## src/hw/rtl/dars_pkg.sv

```systemverilog
// Shared types, codes and constants for the daily alarm reminder scheduler.
`timescale 1ns / 1ps
`default_nettype none

package dars_pkg;

  localparam int SLOTS_DEFAULT = 8;

  localparam logic [15:0] RESET_INTERVAL = 16'd300;
  localparam logic [3:0]  RESET_LIMIT    = 4'd3;
  localparam logic [15:0] RESET_MISSED   = 16'd1800;
  localparam logic [10:0] MINUTE_MAX     = 11'd1439;

  localparam logic [1:0] CFG_INTERVAL = 2'd0;
  localparam logic [1:0] CFG_LIMIT    = 2'd1;
  localparam logic [1:0] CFG_MISSED   = 2'd2;

  typedef enum logic [2:0] {
    MODE_TICK       = 3'd0,
    MODE_APPEND     = 3'd1,
    MODE_SET_TIME   = 3'd2,
    MODE_SET_ENABLE = 3'd3,
    MODE_REMOVE     = 3'd4,
    MODE_CONFIRM    = 3'd5,
    MODE_SNOOZE     = 3'd6
  } mode_t;

  typedef enum logic [2:0] {
    ACT_NONE   = 3'd0,
    ACT_FIRST  = 3'd1,
    ACT_REPEAT = 3'd2,
    ACT_MISSED = 3'd3,
    ACT_ACK    = 3'd4
  } action_t;

  typedef enum logic [1:0] {
    ST_OK    = 2'd0,
    ST_RANGE = 2'd1,
    ST_FULL  = 2'd2
  } status_t;

  typedef enum logic [2:0] {
    OP_TICK       = 3'd0,
    OP_SET_TIME   = 3'd1,
    OP_SET_ENABLE = 3'd2,
    OP_CONFIRM    = 3'd3,
    OP_SNOOZE     = 3'd4
  } op_t;

  typedef enum logic [3:0] {
    S_IDLE,
    S_DEC,
    S_RD1,
    S_EV1,
    S_RD2,
    S_EV2,
    S_ERD,
    S_EWR,
    S_MRD,
    S_MWR,
    S_RESP
  } state_t;

  typedef struct packed {
    logic [10:0] minute;
    logic        enabled;
    logic        done;
    logic [3:0]  sent;
    logic [31:0] last;
    logic [15:0] day;
    action_t     act;
  } entry_t;

  typedef struct packed {
    logic [15:0] interval;
    logic [3:0]  limit;
    logic [15:0] missed;
  } cfg_t;

endpackage

`default_nettype wire

```

## src/hw/rtl/dars_if.sv

```systemverilog
// Valid/ready channel interfaces for scheduler items and results.
`timescale 1ns / 1ps
`default_nettype none

interface dars_in_if;
  logic        valid;
  logic        ready;
  logic [2:0]  mode;
  logic [2:0]  slot;
  logic [10:0] alarm_minute;
  logic        enable_flag;
  logic [15:0] day_number;
  logic [10:0] minute_now;
  logic [31:0] seconds_now;

  modport source (
    output valid, mode, slot, alarm_minute, enable_flag, day_number, minute_now,
           seconds_now,
    input  ready
  );
  modport sink (
    input  valid, mode, slot, alarm_minute, enable_flag, day_number, minute_now,
           seconds_now,
    output ready
  );
endinterface

interface dars_out_if;
  logic       valid;
  logic       ready;
  logic [2:0] result_slot;
  logic [2:0] action;
  logic [1:0] status;
  logic       any_pending;
  logic       last_of_run;

  modport source (
    output valid, result_slot, action, status, any_pending, last_of_run,
    input  ready
  );
  modport sink (
    input  valid, result_slot, action, status, any_pending, last_of_run,
    output ready
  );
endinterface

`default_nettype wire

```

## src/hw/rtl/dars_slot_unit.sv

```systemverilog
// Shared slot update unit: one entry through tick, edit and snooze rules.
`timescale 1ns / 1ps
`default_nettype none

module dars_slot_unit
  import dars_pkg::*;
(
  input  op_t         op,
  input  entry_t      cur,
  input  cfg_t        cfg,
  input  logic [15:0] day,
  input  logic [10:0] minute,
  input  logic [31:0] now,
  input  logic [10:0] amin,
  input  logic        en,
  output entry_t      nxt
);

  entry_t      tick_e;
  logic [31:0] sub_b;
  logic [31:0] diff;

  always_comb begin
    tick_e = cur;
    if (cur.day != day) begin
      tick_e.done = 1'b0;
      tick_e.sent = 4'd0;
      tick_e.last = 32'd0;
      tick_e.day  = day;
    end
  end

  assign sub_b = (op == OP_SNOOZE) ? {16'd0, cfg.interval} : tick_e.last;
  assign diff  = now - sub_b;

  always_comb begin
    nxt = cur;
    unique case (op)
      OP_TICK: begin
        nxt     = tick_e;
        nxt.act = ACT_NONE;
        if (tick_e.enabled && !tick_e.done && (minute >= cur.minute)) begin
          if (tick_e.sent == 4'd0) begin
            nxt.sent = 4'd1;
            nxt.last = now;
            nxt.act  = ACT_FIRST;
          end else if ((tick_e.sent < cfg.limit) && (diff >= {16'd0, cfg.interval})) begin
            nxt.sent = tick_e.sent + 4'd1;
            nxt.last = now;
            nxt.act  = ACT_REPEAT;
          end else if ((tick_e.sent >= cfg.limit) && (diff >= {16'd0, cfg.missed})) begin
            nxt.done = 1'b1;
            nxt.act  = ACT_MISSED;
          end
        end
      end
      OP_SET_TIME: begin
        nxt.minute = amin;
        nxt.done   = 1'b0;
        nxt.sent   = 4'd0;
        nxt.day    = 16'd0;
      end
      OP_SET_ENABLE: begin
        nxt.enabled = en;
      end
      OP_CONFIRM: begin
        nxt.done = 1'b1;
        nxt.sent = 4'd0;
        nxt.last = 32'd0;
      end
      OP_SNOOZE: begin
        nxt.last = diff;
      end
      default: begin
        nxt = cur;
      end
    endcase
  end

endmodule

`default_nettype wire

```

## src/hw/rtl/dars_table.sv

```systemverilog
// Alarm slot table: one write port and one registered read port.
`timescale 1ns / 1ps
`default_nettype none

module dars_table
  import dars_pkg::*;
#(
  parameter int DEPTH = SLOTS_DEFAULT,
  parameter int AW    = 3
) (
  input  logic          clk,
  input  logic          wr_en,
  input  logic [AW-1:0] wr_addr,
  input  entry_t        wr_data,
  input  logic          rd_en,
  input  logic [AW-1:0] rd_addr,
  output entry_t        rd_data
);

  entry_t mem [DEPTH];

  always_ff @(posedge clk) begin
    if (wr_en) begin
      mem[wr_addr] <= wr_data;
    end
  end

  always_ff @(posedge clk) begin
    if (rd_en) begin
      rd_data <= mem[rd_addr];
    end
  end

endmodule

`default_nettype wire

```

## src/hw/rtl/daily_alarm_reminder_scheduler.sv

```systemverilog
// Top level: sequencer over the slot table and the shared slot update unit.
// Steps: set time, set enable, confirm and snooze decode, read the slot and write it; append,
//   a rejected item or a tail remove only decode; a remove copies later slots down one by
//   one; a tick updates each used slot, then, if any acted, rereads them to the last one.
// Flow: one item at a time, ready only while idle; one table read port, so one slot at a
//   time; output stalls hold the sequencer. Reset: clears sequencer, used count, output.
`timescale 1ns / 1ps
`default_nettype none

module daily_alarm_reminder_scheduler
  import dars_pkg::*;
#(
  parameter int SLOTS = SLOTS_DEFAULT
) (
  input  logic        clk,
  input  logic        rst,
  input  logic        cfg_we,
  input  logic [1:0]  cfg_index,
  input  logic [15:0] cfg_data,
  dars_in_if.sink     in_ch,
  dars_out_if.source  out_ch
);

  localparam int AW = (SLOTS > 1) ? $clog2(SLOTS) : 1;
  localparam int CW = $clog2(SLOTS + 1);

  state_t state, state_next;
  cfg_t   cfg;

  logic [CW-1:0] used, used_next;
  logic [CW-1:0] idx, idx_next;
  logic [CW-1:0] evcnt, evcnt_next;
  logic [CW-1:0] emitted, emitted_next;
  logic [SLOTS-1:0] pend;
  logic [SLOTS-1:0] used_mask;

  mode_t       mode_r;
  logic [2:0]  slot_r;
  logic [10:0] amin_r;
  logic        en_r;
  logic [15:0] day_r;
  logic [10:0] mnow_r;
  logic [31:0] now_r;

  logic [2:0] resp_slot, resp_slot_next;
  action_t    resp_act, resp_act_next;
  status_t    resp_st, resp_st_next;

  logic       out_valid;
  logic [2:0] out_slot;
  action_t    out_act;
  status_t    out_st;
  logic       out_pend;
  logic       out_last;

  logic       out_load;
  logic [2:0] load_slot;
  action_t    load_act;
  status_t    load_st;
  logic       load_last;

  logic          rd_en, wr_en;
  logic [AW-1:0] rd_addr, wr_addr;
  entry_t        rd_data, wr_data, unit_out, app_e;
  op_t           op;

  logic [7:0]    slot_w, used_w, idx_w;
  logic [CW-1:0] idx_inc;
  logic [CW-1:0] ev_total;
  logic [AW-1:0] slot_addr;
  logic          in_acc, slot_ok, time_bad, full, tail_rm, move_end, scan_end;
  logic          ev_hit, out_free, ev2_last, any_pend;

  dars_table #(
    .DEPTH (SLOTS),
    .AW    (AW)
  ) u_table (
    .clk     (clk),
    .wr_en   (wr_en),
    .wr_addr (wr_addr),
    .wr_data (wr_data),
    .rd_en   (rd_en),
    .rd_addr (rd_addr),
    .rd_data (rd_data)
  );

  dars_slot_unit u_unit (
    .op     (op),
    .cur    (rd_data),
    .cfg    (cfg),
    .day    (day_r),
    .minute (mnow_r),
    .now    (now_r),
    .amin   (amin_r),
    .en     (en_r),
    .nxt    (unit_out)
  );

  assign in_ch.ready = (state == S_IDLE) && !rst;
  assign in_acc      = in_ch.valid && in_ch.ready;

  assign slot_w    = {5'd0, slot_r};
  assign used_w    = 8'(used);
  assign idx_w     = 8'(idx);
  assign idx_inc   = idx + CW'(1);
  assign slot_addr = slot_w[AW-1:0];
  assign slot_ok   = slot_w < used_w;
  assign time_bad  = amin_r > MINUTE_MAX;
  assign full      = used_w >= 8'(SLOTS);
  assign tail_rm   = (slot_w + 8'd1) >= used_w;
  assign move_end  = (idx_w + 8'd2) >= used_w;
  assign scan_end  = (idx_w + 8'd1) == used_w;
  assign ev_hit    = unit_out.act != ACT_NONE;
  assign ev_total  = evcnt + CW'(ev_hit);
  assign out_free  = !out_valid || out_ch.ready;
  assign ev2_last  = (emitted + CW'(1)) == evcnt;

  always_comb begin
    for (int i = 0; i < SLOTS; i++) begin
      used_mask[i] = i < int'(used);
    end
  end

  assign any_pend = |(pend & used_mask);

  always_comb begin
    app_e         = '0;
    app_e.minute  = amin_r;
    app_e.enabled = en_r;
    app_e.act     = ACT_NONE;
  end

  always_comb begin
    state_next = state;
    unique case (state)
      S_IDLE: begin
        if (in_acc) begin
          state_next = S_DEC;
        end
      end
      S_DEC: begin
        unique case (mode_r)
          MODE_TICK:       state_next = (used == '0) ? S_RESP : S_RD1;
          MODE_APPEND:     state_next = S_RESP;
          MODE_SET_TIME:   state_next = (!slot_ok || time_bad) ? S_RESP : S_ERD;
          MODE_SET_ENABLE,
          MODE_CONFIRM,
          MODE_SNOOZE:     state_next = slot_ok ? S_ERD : S_RESP;
          MODE_REMOVE:     state_next = (!slot_ok || tail_rm) ? S_RESP : S_MRD;
          default:         state_next = S_RESP;
        endcase
      end
      S_RD1: state_next = S_EV1;
      S_EV1: begin
        if (scan_end) begin
          state_next = (ev_total == '0) ? S_RESP : S_RD2;
        end else begin
          state_next = S_RD1;
        end
      end
      S_RD2: state_next = S_EV2;
      S_EV2: begin
        if (rd_data.act == ACT_NONE) begin
          state_next = S_RD2;
        end else if (out_free) begin
          state_next = ev2_last ? S_IDLE : S_RD2;
        end
      end
      S_ERD: state_next = S_EWR;
      S_EWR: state_next = S_RESP;
      S_MRD: state_next = S_MWR;
      S_MWR: state_next = move_end ? S_RESP : S_MRD;
      S_RESP: begin
        if (out_free) begin
          state_next = S_IDLE;
        end
      end
      default: state_next = S_IDLE;
    endcase
  end

  always_comb begin
    rd_en          = 1'b0;
    rd_addr        = idx[AW-1:0];
    wr_en          = 1'b0;
    wr_addr        = idx[AW-1:0];
    wr_data        = unit_out;
    op             = OP_TICK;
    idx_next       = idx;
    used_next      = used;
    evcnt_next     = evcnt;
    emitted_next   = emitted;
    resp_slot_next = resp_slot;
    resp_act_next  = resp_act;
    resp_st_next   = resp_st;
    out_load       = 1'b0;
    load_slot      = resp_slot;
    load_act       = resp_act;
    load_st        = resp_st;
    load_last      = 1'b1;
    unique case (state)
      S_IDLE: begin
      end
      S_DEC: begin
        resp_slot_next = slot_r;
        resp_act_next  = ACT_ACK;
        resp_st_next   = ST_OK;
        unique case (mode_r)
          MODE_TICK: begin
            idx_next       = '0;
            evcnt_next     = '0;
            resp_slot_next = 3'd0;
            resp_act_next  = ACT_NONE;
          end
          MODE_APPEND: begin
            if (full) begin
              resp_slot_next = 3'd0;
              resp_st_next   = ST_FULL;
            end else begin
              wr_en          = 1'b1;
              wr_addr        = used_w[AW-1:0];
              wr_data        = app_e;
              used_next      = used + CW'(1);
              resp_slot_next = used_w[2:0];
            end
          end
          MODE_SET_TIME: begin
            if (!slot_ok || time_bad) begin
              resp_st_next = ST_RANGE;
            end
          end
          MODE_SET_ENABLE,
          MODE_CONFIRM,
          MODE_SNOOZE: begin
            if (!slot_ok) begin
              resp_st_next = ST_RANGE;
            end
          end
          MODE_REMOVE: begin
            idx_next = slot_w[CW-1:0];
            if (!slot_ok) begin
              resp_st_next = ST_RANGE;
            end else if (tail_rm) begin
              used_next = used - CW'(1);
            end
          end
          default: begin
            resp_slot_next = 3'd0;
            resp_act_next  = ACT_NONE;
          end
        endcase
      end
      S_RD1: begin
        rd_en = 1'b1;
      end
      S_EV1: begin
        wr_en      = 1'b1;
        evcnt_next = ev_total;
        idx_next   = idx_inc;
        if (scan_end) begin
          idx_next     = '0;
          emitted_next = '0;
        end
      end
      S_RD2: begin
        rd_en = 1'b1;
      end
      S_EV2: begin
        load_slot = idx_w[2:0];
        load_act  = rd_data.act;
        load_st   = ST_OK;
        load_last = ev2_last;
        if (rd_data.act == ACT_NONE) begin
          idx_next = idx_inc;
        end else if (out_free) begin
          out_load     = 1'b1;
          emitted_next = emitted + CW'(1);
          idx_next     = idx_inc;
        end
      end
      S_ERD: begin
        rd_en   = 1'b1;
        rd_addr = slot_addr;
      end
      S_EWR: begin
        wr_en   = 1'b1;
        wr_addr = slot_addr;
        unique case (mode_r)
          MODE_SET_TIME:   op = OP_SET_TIME;
          MODE_SET_ENABLE: op = OP_SET_ENABLE;
          MODE_CONFIRM:    op = OP_CONFIRM;
          MODE_SNOOZE:     op = OP_SNOOZE;
          default:         op = OP_TICK;
        endcase
      end
      S_MRD: begin
        rd_en   = 1'b1;
        rd_addr = idx_inc[AW-1:0];
      end
      S_MWR: begin
        wr_en    = 1'b1;
        wr_data  = rd_data;
        idx_next = idx_inc;
        if (move_end) begin
          used_next = used - CW'(1);
        end
      end
      S_RESP: begin
        out_load = out_free;
      end
      default: begin
      end
    endcase
  end

  always_ff @(posedge clk) begin
    if (rst) begin
      state   <= S_IDLE;
      used    <= '0;
      idx     <= '0;
      evcnt   <= '0;
      emitted <= '0;
    end else begin
      state   <= state_next;
      used    <= used_next;
      idx     <= idx_next;
      evcnt   <= evcnt_next;
      emitted <= emitted_next;
    end
  end

  always_ff @(posedge clk) begin
    if (rst) begin
      cfg.interval <= RESET_INTERVAL;
      cfg.limit    <= RESET_LIMIT;
      cfg.missed   <= RESET_MISSED;
    end else if (cfg_we) begin
      unique case (cfg_index)
        CFG_INTERVAL: cfg.interval <= cfg_data;
        CFG_LIMIT:    cfg.limit    <= cfg_data[3:0];
        CFG_MISSED:   cfg.missed   <= cfg_data;
        default: begin
        end
      endcase
    end
  end

  always_ff @(posedge clk) begin
    if (in_acc) begin
      mode_r <= mode_t'(in_ch.mode);
      slot_r <= in_ch.slot;
      amin_r <= in_ch.alarm_minute;
      en_r   <= in_ch.enable_flag;
      day_r  <= in_ch.day_number;
      mnow_r <= in_ch.minute_now;
      now_r  <= in_ch.seconds_now;
    end
    resp_slot <= resp_slot_next;
    resp_act  <= resp_act_next;
    resp_st   <= resp_st_next;
    if (wr_en) begin
      pend[wr_addr] <= wr_data.enabled & ~wr_data.done;
    end
  end

  always_ff @(posedge clk) begin
    if (rst) begin
      out_valid <= 1'b0;
    end else if (out_load) begin
      out_valid <= 1'b1;
    end else if (out_ch.ready) begin
      out_valid <= 1'b0;
    end
  end

  always_ff @(posedge clk) begin
    if (out_load) begin
      out_slot <= load_slot;
      out_act  <= load_act;
      out_st   <= load_st;
      out_pend <= any_pend;
      out_last <= load_last;
    end
  end

  assign out_ch.valid       = out_valid;
  assign out_ch.result_slot = out_slot;
  assign out_ch.action      = out_act;
  assign out_ch.status      = out_st;
  assign out_ch.any_pending = out_pend;
  assign out_ch.last_of_run = out_last;

  a_used_bound: assert property (@(posedge clk) disable iff (rst)
    used <= CW'(SLOTS))
    else $error("used slot count beyond table depth");

  a_emit_count: assert property (@(posedge clk) disable iff (rst)
    (state == S_EV2 && out_load) |-> (emitted < evcnt))
    else $error("more tick results emitted than counted");

  a_append_grow: assert property (@(posedge clk) disable iff (rst)
    (state == S_DEC && mode_r == MODE_APPEND && !full) |=> (used == $past(used) + CW'(1)))
    else $error("append did not grow the table");

  a_last_idle: assert property (@(posedge clk) disable iff (rst)
    (out_load && load_last) |=> (state == S_IDLE))
    else $error("final result transfer did not end the item");

endmodule

`default_nettype wire

```

## src/flat_wrapper.sv

```systemverilog
// flat-port wrapper written by rule: the top's interface ports become plain ports
module daily_alarm_reminder_scheduler_flat import dars_pkg::*;
#(
  parameter int SLOTS = SLOTS_DEFAULT
)
  (clk, rst, cfg_we, cfg_index, cfg_data, in_ch_valid, in_ch_mode, in_ch_slot, in_ch_alarm_minute, in_ch_enable_flag, in_ch_day_number, in_ch_minute_now, in_ch_seconds_now, in_ch_ready, out_ch_valid, out_ch_result_slot, out_ch_action, out_ch_status, out_ch_any_pending, out_ch_last_of_run, out_ch_ready);
  dars_in_if in_ch_i ();
  dars_out_if out_ch_i ();
  input  logic clk;
  input  logic rst;
  input  logic cfg_we;
  input  logic [1:0] cfg_index;
  input  logic [15:0] cfg_data;
  input wire logic [$bits(in_ch_i.valid)-1:0] in_ch_valid;
  input wire logic [$bits(in_ch_i.mode)-1:0] in_ch_mode;
  input wire logic [$bits(in_ch_i.slot)-1:0] in_ch_slot;
  input wire logic [$bits(in_ch_i.alarm_minute)-1:0] in_ch_alarm_minute;
  input wire logic [$bits(in_ch_i.enable_flag)-1:0] in_ch_enable_flag;
  input wire logic [$bits(in_ch_i.day_number)-1:0] in_ch_day_number;
  input wire logic [$bits(in_ch_i.minute_now)-1:0] in_ch_minute_now;
  input wire logic [$bits(in_ch_i.seconds_now)-1:0] in_ch_seconds_now;
  output wire logic [$bits(in_ch_i.ready)-1:0] in_ch_ready;
  output wire logic [$bits(out_ch_i.valid)-1:0] out_ch_valid;
  output wire logic [$bits(out_ch_i.result_slot)-1:0] out_ch_result_slot;
  output wire logic [$bits(out_ch_i.action)-1:0] out_ch_action;
  output wire logic [$bits(out_ch_i.status)-1:0] out_ch_status;
  output wire logic [$bits(out_ch_i.any_pending)-1:0] out_ch_any_pending;
  output wire logic [$bits(out_ch_i.last_of_run)-1:0] out_ch_last_of_run;
  input wire logic [$bits(out_ch_i.ready)-1:0] out_ch_ready;
  assign in_ch_i.valid = in_ch_valid;
  assign in_ch_i.mode = in_ch_mode;
  assign in_ch_i.slot = in_ch_slot;
  assign in_ch_i.alarm_minute = in_ch_alarm_minute;
  assign in_ch_i.enable_flag = in_ch_enable_flag;
  assign in_ch_i.day_number = in_ch_day_number;
  assign in_ch_i.minute_now = in_ch_minute_now;
  assign in_ch_i.seconds_now = in_ch_seconds_now;
  assign in_ch_ready = in_ch_i.ready;
  assign out_ch_valid = out_ch_i.valid;
  assign out_ch_result_slot = out_ch_i.result_slot;
  assign out_ch_action = out_ch_i.action;
  assign out_ch_status = out_ch_i.status;
  assign out_ch_any_pending = out_ch_i.any_pending;
  assign out_ch_last_of_run = out_ch_i.last_of_run;
  assign out_ch_i.ready = out_ch_ready;
  daily_alarm_reminder_scheduler #(.SLOTS(SLOTS)) u_core (.clk(clk), .rst(rst), .cfg_we(cfg_we), .cfg_index(cfg_index), .cfg_data(cfg_data), .in_ch(in_ch_i), .out_ch(out_ch_i));
endmodule
```

## config.mk

```make
export PLATFORM = sky130hd
export DESIGN_NAME = daily_alarm_reminder_scheduler_flat
export DESIGN_NICKNAME = d
export VERILOG_FILES = /design/src/hw/rtl/dars_pkg.sv /design/src/hw/rtl/dars_if.sv /design/src/hw/rtl/dars_slot_unit.sv /design/src/hw/rtl/dars_table.sv /design/src/hw/rtl/daily_alarm_reminder_scheduler.sv /design/src/flat_wrapper.sv
export SDC_FILE = /design/constraint.sdc
export NUM_CORES = 1
export LEC_CHECK = 0
export BUFFER_PORTS_ARGS = -buffer_cell sky130_fd_sc_hd__buf_2
export CORE_UTILIZATION = 45
export CTS_CLUSTER_DIAMETER = 100
export DETAILED_ROUTE_END_ITERATION = 12
export PLACE_DENSITY = 0.67
export SLEW_MARGIN = 20
export SYNTH_ARGS = -nofsm -noshare
export SYNTH_HDL_FRONTEND = slang
export SYNTH_SLANG_ARGS = --single-unit
```

## constraint.sdc

```tcl
create_clock -name clk -period 7.15 [get_ports clk]
set_clock_uncertainty 0.1 [all_clocks]
set_input_delay 0.715 -clock clk [delete_from_list [all_inputs] [get_ports clk]]
set_output_delay 0.715 -clock clk [all_outputs]
set_load 0.01 [all_outputs]
```

==> impl_results.md, run 1 <==
* CP max FO at 20
* FFs w/ async S/R, synth at 0%
* Syn Area/Cell at between 10 and 15 um2
* ANT cells at 0
* Vias per cell at ~5.7
* CTS HTree Levels at 3
* Fin. Hold Viols at 0
* Design area at ~0.04 mm2
* Net Count, Synth at around 2900
* Reg2Reg Launch Point: u_core.day_r[12]
* Share of cells above drive strength 1 at between 10% and 20%
* First-pass GRT wire length at approximately 130000 um
* Crit path DAT at ~7.2 ns
* Height of the die at between 200 and 300 um
* Clock transition at path regs at around 0.06 ns
* TritonCTS clock tree: done
* WS Path Type: reg2reg
* Slew at the pin closest to its max-slew limit at 1.12 ns
* Slowest CP cell: or4_1
* Static leakage at 0.0134 uW
* Non-Filler Instances at 3932
* Violation count after the first detailed-routing iteration at about 2000
* Initial antenna violation count at 1
* Die W at roughly 280 um
* Final WL at 85000 um
* Num ports at around 110
* FF-to-FF path depth at 29
* Via count at around 22000
* DRT antenna net count at 0
* List of most frequent post-synthesis cells: edfxtp_1 (713), nand2_1 (313), o21ai_0 (187)
* Fmax at 0.148 GHz
* Most common cell in the netlist: edfxtp_1
* Max Cap Viol at 0
* R2R Setup Slk at 0.38 ns
* Prevailing post-synth register cell: edfxtp_1
* Final core occ at 51.8%
* Max IR drop VDD at about 0.28 mV
* Yosys warning total at 0
* Largest stage delay, worst path at 0.57 ns
* Global route total overflow at 0
* Final net count at between 3000 and 4000
* Relative slew slack at 24.8%
* CTS Buffer Depth at 3
* Std cell rows at between 100 and 150
* Post-Syn Area at ~0.035 mm2
* Post-Syn Instances at 2689
* Post-synthesis sequential area ratio at between 60 and 70%
* Remaining DRCs at 0
* Yosys top cell area share at slightly above 60%
* Fillers at 6443
* CTS Sinks at 770
* PwrDens at around 340 mW/mm2
* Initial Util at between 40 and 50%
* Hold Path Origin: in_ch_mode[1]
* Slew Limit Fails at 0
* Yosys reg bits at between 700 and 800
* Main area contributors after synthesis: edfxtp_1 (61%), mux2_2 (4.9%), mux2i_1 (4.1%)
* Tcrit/Tclk final at between 90% and 100%
* Crit path launch: u_core.day_r[12]
* Vias in the first global route at between 20000 and 25000
* Area after DPL at approximately 0.037 mm2
* Die area at about 0.080 mm2
* Gpl congestion at about 0.95
* Setup-failing EPs final at 0
* CTS Buf Count at 79
* Hold EP: u_core.mode_r[1]
* Core area at between 0.07 and 0.08 mm2
* Worst Path Required at between 7 and 8 ns
* Design Power at approximately 14000 uW
* Drt first pass iters at 7
* Area Overhead vs Synth at 13.7%
* Hold WC Path Type: in2reg
* Minimum clock period at roughly 6.8 ns
* Pre-CTS setup slack at -0.174 ns
* Routed WL per cell at roughly 22 um
* Synth area leader: edfxtp_1
* # port buffers at 111
* Final WS setup at between 0.3 and 0.4 ns
* Root Driver: clkbuf_16
* RR Endpoint: u_core.state[3]
* CP endpoint kind: flip-flop
* Dpl cells at ~3800
* Number of flops mapped to enable cells by yosys at 713
* Status: finished, final reports clean
* CP Launch Type: flip-flop
* Hold Path Depth at 1
* Distinct cell type count after synthesis at 84
* GRT Util Overall at roughly a fifth
* Largest net degree at the start of global routing at 184
* Latest clock arrival within the worst-skew pair at roughly 0.64 ns
* Post-DP HPWL at approximately 55000 um
repair_timing:
item | in CTS | in global routing
endpoints found under the setup margin | 3 | 59
pin swaps | 1 | 7
gates resized for setup | 3 | 28
hold buffers | 0 | 0
setup buffers | 1 | 2
layout by cell type, fill, tap and decap left out, types with 57 or more instances in the layout:
cell type	instances
inv_1	86
ha_1	96
nand2_1	313
nor2_1	95
clkbuf_16	79
a21oi_1	105
buf_2	110
mux2_2	153
mux2i_1	144
o211ai_1	87
buf_4	82
dfxtp_1	57
o21ai_0	183
edfxtp_1	713
critical path, delay by kind of cell, from the launching register on:
family	cells	cell delay, ns
AND/OR/NAND/NOR	9	2.08
AO/OA/AOI/OAI	10	1.74
adder cells (fa/ha/maj)	4	1.16
buffers and inverters	4	0.70
XOR/XNOR	2	0.48
flip-flops	1	0.40
area by class of cell:
cell class | instances | area [um2] | area share (%)
multi-input combinational | 1694 | 12100 | 30.1
timing repair buffer | 201 | 1310 | 3.27
clock inverter | 50 | 504 | 1.26
tap | 1040 | 1300 | 3.25
sequential | 770 | 22600 | 56.2
clock buffer | 91 | 2020 | 5.04
inverter | 86 | 323 | 0.805
through the flow:
stage / hold slack, ns / TNS, ns
floorplan: 0.336 / 0
global placement: 0.347 / -0.120
detailed placement: 0.352 / -0.434
CTS: 0.119 / 0
global route: 0.128 / -0.0127
finish: 0.151 / 0
power breakdown:
| part | internal, uW | switching (uW) | total (uW) |
|---|---|---|---|
| logic | 1500 | 2280 | 3780 |
| registers | 5760 | 282 | 6040 |
| clock network | 2270 | 1730 | 4010 |
state kept, by name, summed over array words and instances, names as in the netlist, 3 cells and up:
signal	flops
u_core.amin_r	11
u_core.cfg	36
u_core.day_r	16
u_core.emitted	4
u_core.evcnt	4
u_core.idx	4
u_core.mnow_r	11
u_core.mode_r	3
u_core.now_r	32
u_core.out_ch.action	3
u_core.out_ch.result_slot	3
u_core.pend	8
u_core.resp_slot	3
u_core.slot_addr	3
u_core.state	4
u_core.u_table.mem	544
u_core.u_table.rd_data	68
u_core.used	4
how the worst max path moves through the flow:
| stage | end | slack, ns | depth (start not counted) |
|---|---|---|---|
| floorplan | u_core.pend[0] | 0.07 | 7 |
| global placement | u_core.state[1] | -0.08 | 30 |
| detailed placement | u_core.state[1] | -0.17 | 30 |
| CTS | u_core.state[1] | 0.04 | 32 |
| global route | u_core.state[3] | -0.01 | 29 |
| finish | u_core.state[3] | 0.38 | 29 |
cell families after synthesis:
logic type,after synthesis,share of synthesized area [%]
simple gates,626,8.10
flops,770,63.9
xor+xnor,59,1.51
fa+ha+maj,102,3.63
buf+inv,225,2.46
compound gates,610,11.4
mux,297,8.97
per-layer routing:
| layer | wire length (um) | vias up | track usage, % |
|---|---|---|---|
| met4 | 1710 | 2 | 5.69 |
| met3 | 4800 | 123 | 2.93 |
| met1 | 38500 | 11100 | 29.9 |
| met5 | 11 | - | 0 |
| met2 | 40000 | 663 | 34.8 |
| li1 | - | 10500 | - |
No activity file was read; power rests on OpenSTA's default activity.
==> run 2, diff against run 1 <==
- CORE_UTILIZATION: 45 -> 54
- PLACE_DENSITY: 0.67 -> 0.78
==> impl_results.md, run 2 (same netlist as run 1, synthesis figures left out) <==
* CP endpoint kind: flip-flop
* DRT antenna net count at 0
* Clock transition at path regs at 0.06 ns
* Pre-CTS setup slack at a little under 0.02 ns
* TritonCTS clock tree: done
* CTS Buf Count at a little under 80
* PwrDens at approximately 350 mW/mm2
* Static leakage at 0.0134 uW
* Max Cap Viol at 0
* Core area at approximately 0.064 mm2
* First-pass GRT wire length at 130000 um
* Largest stage delay, worst path at roughly 0.48 ns
* Root Driver: clkbuf_16
* Crit path launch: u_core.day_r[15]
* Hold Worst Slack at between 0.15 and 0.2 ns
* CTS Buffer Depth at 3
* Minimum clock period at 6.86 ns
* Area of the multi-input gates at 0.0121 mm2
* Dpl cells at between 3000 and 4000
* Largest net degree at the start of global routing at 251
* Global route total overflow at 0
* Slowest CP cell: a2111oi_0
* Num ports at 112
* Violation count after the first detailed-routing iteration at between 2000 and 2500
* Hold WC Path Type: in2reg
* Setup-failing EPs final at 0
* Non-Filler Instances at about 3700
* Die area at 0.0664 mm2
* Max FFs per register at approximately 540
* FF/Latch Area at roughly 0.023 mm2
* Relative slew slack at 24.2%
* Design area at around 0.040 mm2
* Vias per cell at between 6 and 7
* CP Launch Type: flip-flop
* Routed WL per cell at 22.9 um
* Fillers at ~4800
* Remaining DRCs at 0
* ANT cells at 0
* # port buffers at roughly 110
* Hold buffers post-CTS at 0
* Status: finished, final reports clean
* GRT Util Overall at about a quarter
* WS Path Type: reg2reg
* Crit path DAT at ~7.3 ns
* Max IR drop VDD at slightly below 0.3 mV
* Final WS setup at roughly 0.29 ns
* Gpl congestion at roughly 0.99
* Final setup TNS at 0 ns
* Drt first pass iters at 6
* Tcrit/Tclk final at a little over nine tenths
* Slew at the pin closest to its max-slew limit at around 1.1 ns
* CTS Sinks at 770
* Commonest non-fill, non-tap cells in the layout: edfxtp_1 (713), nand2_1 (313), o21ai_0 (186)
* Height of the die at ~260 um
* Hold Path Origin: in_ch_minute_now[9]
* Area after DPL at between 0.03 and 0.04 mm2
* Crit-path most repeated cell: buf_4
* Initial Util at between 50% and 60%
* Via count at 23000
* Vias in the first global route at between 20000 and 25000
* Initial antenna violation count at 0
* Std cell rows at 93
* Final WL at ~86000 um
* Fmax at between 0.1 and 0.15 GHz
* Largest registers: u_core.u_table.mem: 544 flops, u_core.u_table.rd_data: 68 flops, u_core.cfg: 36 flops
* Biggest register: u_core.u_table.mem
* Fin. Hold Viols at 0
* Commonest non-fill, non-tap cell in the layout: edfxtp_1
* CTS HTree Levels at 3
* Post-DP HPWL at 54700 um
* CP max FO at 15
* Worst Path Required at approximately 7.6 ns
* Final net count at about 3000
* Reg2Reg Launch Point: u_core.day_r[15]
* Share of cells above drive strength 1 at between 15 and 20%
* Latest clock arrival within the worst-skew pair at 0.63 ns
* Slew Limit Fails at 0
* Area Overhead vs Synth at 12.7%
* Die W at around 260 um
## run 2: changes by cell type in the layout (fill, tap and decap cells not counted), sizes merged
cell,before,now
inv,91,89
clkinvlp,3,1
bufinv,6,3
a41oi,2,3
clkinv,36,42
## run 2: metrics by stage
stage | utilization (%) | total power (uW)
global route | 61.7 | 14400
CTS | 61.4 | 13700
finish | 61.7 | 13800
detailed placement | 57.7 | 9840
global placement | 57.6 | 9690
floorplan | - | 8740
## run 2: timing repair
action,CTS,global route
buffers inserted,1,3
endpoints found under the hold margin,0,0
endpoints found under the setup margin,1,93
gates cloned,0,1
gates resized for setup,0,16
pin swaps,1,5
## run 2: per-layer routing
metal	routed length (um)	track usage [%]	vias up
met1	36800	35.5	11400
li1	-	-	10500
met4	2550	8.60	0
met3	5410	3.46	152
met5	0	0	-
met2	40900	41.2	861
## run 2: cell type report
class                           instances  share of cell area [%]
Tap cell                              855                    2.69
Multi-Input combinational cell       1695                    30.3
Inverter                               86                   0.812
Clock buffer                           91                    5.16
Timing Repair Buffer                  201                    3.28
Clock inverter                         49                   0.973
Sequential cell                       770                    56.7
## run 2: worst paths after layout
check	end	slack, ns	cells after the start
max	u_core.state[3]	0.29	27
min	u_core.mnow_r[9]	0.16	1
max reg2reg	u_core.state[3]	0.29	27
min reg2reg	u_core.cfg[7]	0.37	2
## run 2: worst max-delay path: cells and delay by family (launching register included)
kind                     cells  cell delay (ns)
XOR/XNOR                     2             0.39
AND/OR/NAND/NOR              7             1.78
adder cells (fa/ha/maj)      3             0.92
flip-flops                   1             0.43
AO/OA/AOI/OAI               10             2.31
buffers and inverters        5             0.86
## run 2: power by group
group	total (uW)	switching [uW]	internal [uW]	leakage [uW]
registers	6060	296	5770	0.00695
logic	3810	2310	1500	0.00526
clock network	3880	1700	2180	0.00120
==> run 3, diff against run 2 <==
- PLACE_DENSITY: 0.78 -> 0.7
==> impl_results.md, run 3 (same netlist as run 1, synthesis figures left out) <==
* Status: finished, final reports clean
* CTS HTree Levels at 3
* CP Launch Type: flip-flop
* Violation count after the first detailed-routing iteration at a little under 2000
* Dpl cells at between 3000 and 4000
* Routed WL per cell at 23.0 um
* CP max FO at 5
* RSZ-0062 raised after global routing: no
* Slowest CP cell: a2111oi_2
* DRT antenna net count at 0
* Core area at between 0.06 and 0.07 mm2
* Initial antenna violation count at 0
* CTS Buffer Depth at 3
* Final net count at just over 3000
* Share of cells above drive strength 1 at 17.8%
* Max Cap Viol at 0
* Max FFs per register at 544
* Fin. Hold Viols at 0
* Die W at about 260 um
* Largest stage delay, worst path at between 0.4 and 0.5 ns
* Initial Util at between 50% and 60%
* Height of the die at 258 um
* Fillers at 4884
* Via count at roughly 23000
* CTS Sinks at 770
* Hold Path Depth at 1
* GRT Util Overall at 25.9%
* Global route total overflow at 0
* Worst Path Required at approximately 7.6 ns
* First-pass GRT wire length at 132000 um
* Design Power at between 10000 and 15000 uW
* Root Driver: clkbuf_16
* Area Overhead vs Synth at 12.9%
* Largest registers: u_core.u_table.mem: 544 flops, u_core.u_table.rd_data: 68 flops, u_core.cfg: 36 flops
* Hold buffers post-CTS at 0
* Static leakage at ~0.013 uW
* Commonest non-fill, non-tap cell in the layout: edfxtp_1
* Commonest non-fill, non-tap cells in the layout: edfxtp_1 (713), nand2_1 (313), o21ai_0 (184)
* Slew at the pin closest to its max-slew limit at around 1.2 ns
* CTS Buf Count at 80
* Non-Filler Instances at about 3700
* Area after DPL at between 0.03 and 0.04 mm2
* Minimum clock period at approximately 6.6 ns
* Clock transition at path regs at 0.06 ns
* Final WL at between 80000 and 90000 um
* Crit path DAT at 7.08 ns
* Std cell rows at 93
* Remaining DRCs at 0
* PwrDens at 346 mW/mm2
* Tcrit/Tclk final at 92.6%
* Post-DP HPWL at around 55000 um
* Vias in the first global route at between 20000 and 25000
* Hold WC Path Type: in2reg
* Hold Worst Slack at between 0.15 and 0.2 ns
* Design area at 0.0398 mm2
* Drt first pass iters at 5
* FF-to-FF path depth at 25
* # port buffers at 111
* Slew Limit Fails at 0
* Relative slew slack at 20.1%
* Gpl congestion at around 0.93
* Die area at between 0.06 and 0.07 mm2
* Vias per cell at just over 6
* Biggest register: u_core.u_table.mem
* CP endpoint kind: flip-flop
* Setup-failing EPs final at 0
* ANT cells at 0
* TritonCTS clock tree: done
* Num ports at approximately 110
* Latest clock arrival within the worst-skew pair at 0.64 ns
* Fmax at around 0.15 GHz
* Max IR drop VDD at roughly 0.24 mV
* WS Path Type: reg2reg
* Largest net degree at the start of global routing at ~230
run 3: cell types whose count changed in the layout (fill, tap and decap cells not counted), moves of 4 or more:
cell and delta:
buf_4 -7, ha_2 +4, buf_12 +5, ha_1 -4
run 3: layer usage:
layer / global-route usage (%) / part of all wire, %
met5: 0 / 0
met2: 43.1 / 49
met3: 3.20 / 5.6
met1: 35.2 / 43
met4: 9.25 / 2.9
run 3: worst paths after layout:
check	slack [ns]	endpoint	startpoint
worst max-delay path	0.53	u_core.state[3]	u_core.day_r[1]
worst min-delay path	0.15	u_core.day_r[7]	in_ch_day_number[7]
worst max register to register	0.53	u_core.state[3]	u_core.day_r[1]
worst min register to register	0.36	u_core.cfg[11]	u_core.cfg[11]
run 3: per-stage QoR:
step                      setup TNS, ns  worst slack [ns]  utilization (%)
after floorplan                       0            0.0737                -
final                                 0             0.528             61.8
after global placement                0             0.162             57.7
after detailed placement         -0.286            -0.193             57.7
after CTS                             0            0.0252             61.5
after global routing                  0            0.0356             61.8
run 3: timing repair:
| action | 4_1_cts | 5_1_grt |
|---|---|---|
| endpoints found under the setup margin | 3 | 80 |
| buffers inserted | 0 | 6 |
| hold endpoints to repair | 0 | 0 |
| resized for setup | 2 | 28 |
| pin swaps | 0 | 5 |
run 3: worst max-delay path: cells and delay by family, from the launching register on:
| kind | cells | cell delay, ns |
|---|---|---|
| compound gates | 11 | 2.86 |
| simple gates | 6 | 1.51 |
| fa+ha+maj | 4 | 1.04 |
| flops | 1 | 0.40 |
| xor+xnor | 2 | 0.40 |
| buf+inv | 2 | 0.23 |
run 3: final cells by class:
| cell class | instances | area (um2) | area share (%) |
|---|---|---|---|
| inverter | 86 | 323 | 0.810 |
| timing repair buffer | 199 | 1340 | 3.35 |
| multi-input combinational | 1694 | 12100 | 30.3 |
| clock buffer | 94 | 2090 | 5.25 |
| sequential | 770 | 22600 | 56.6 |
| clock inverter | 50 | 379 | 0.952 |
| tap | 855 | 1070 | 2.69 |
run 3: report_power, final:
group          switching, uW  internal [uW]  total, uW
sequential               278           5770       6040
clock                   1700           2240       3940
combinational           2310           1490       3800
total                   4290           9500      13800
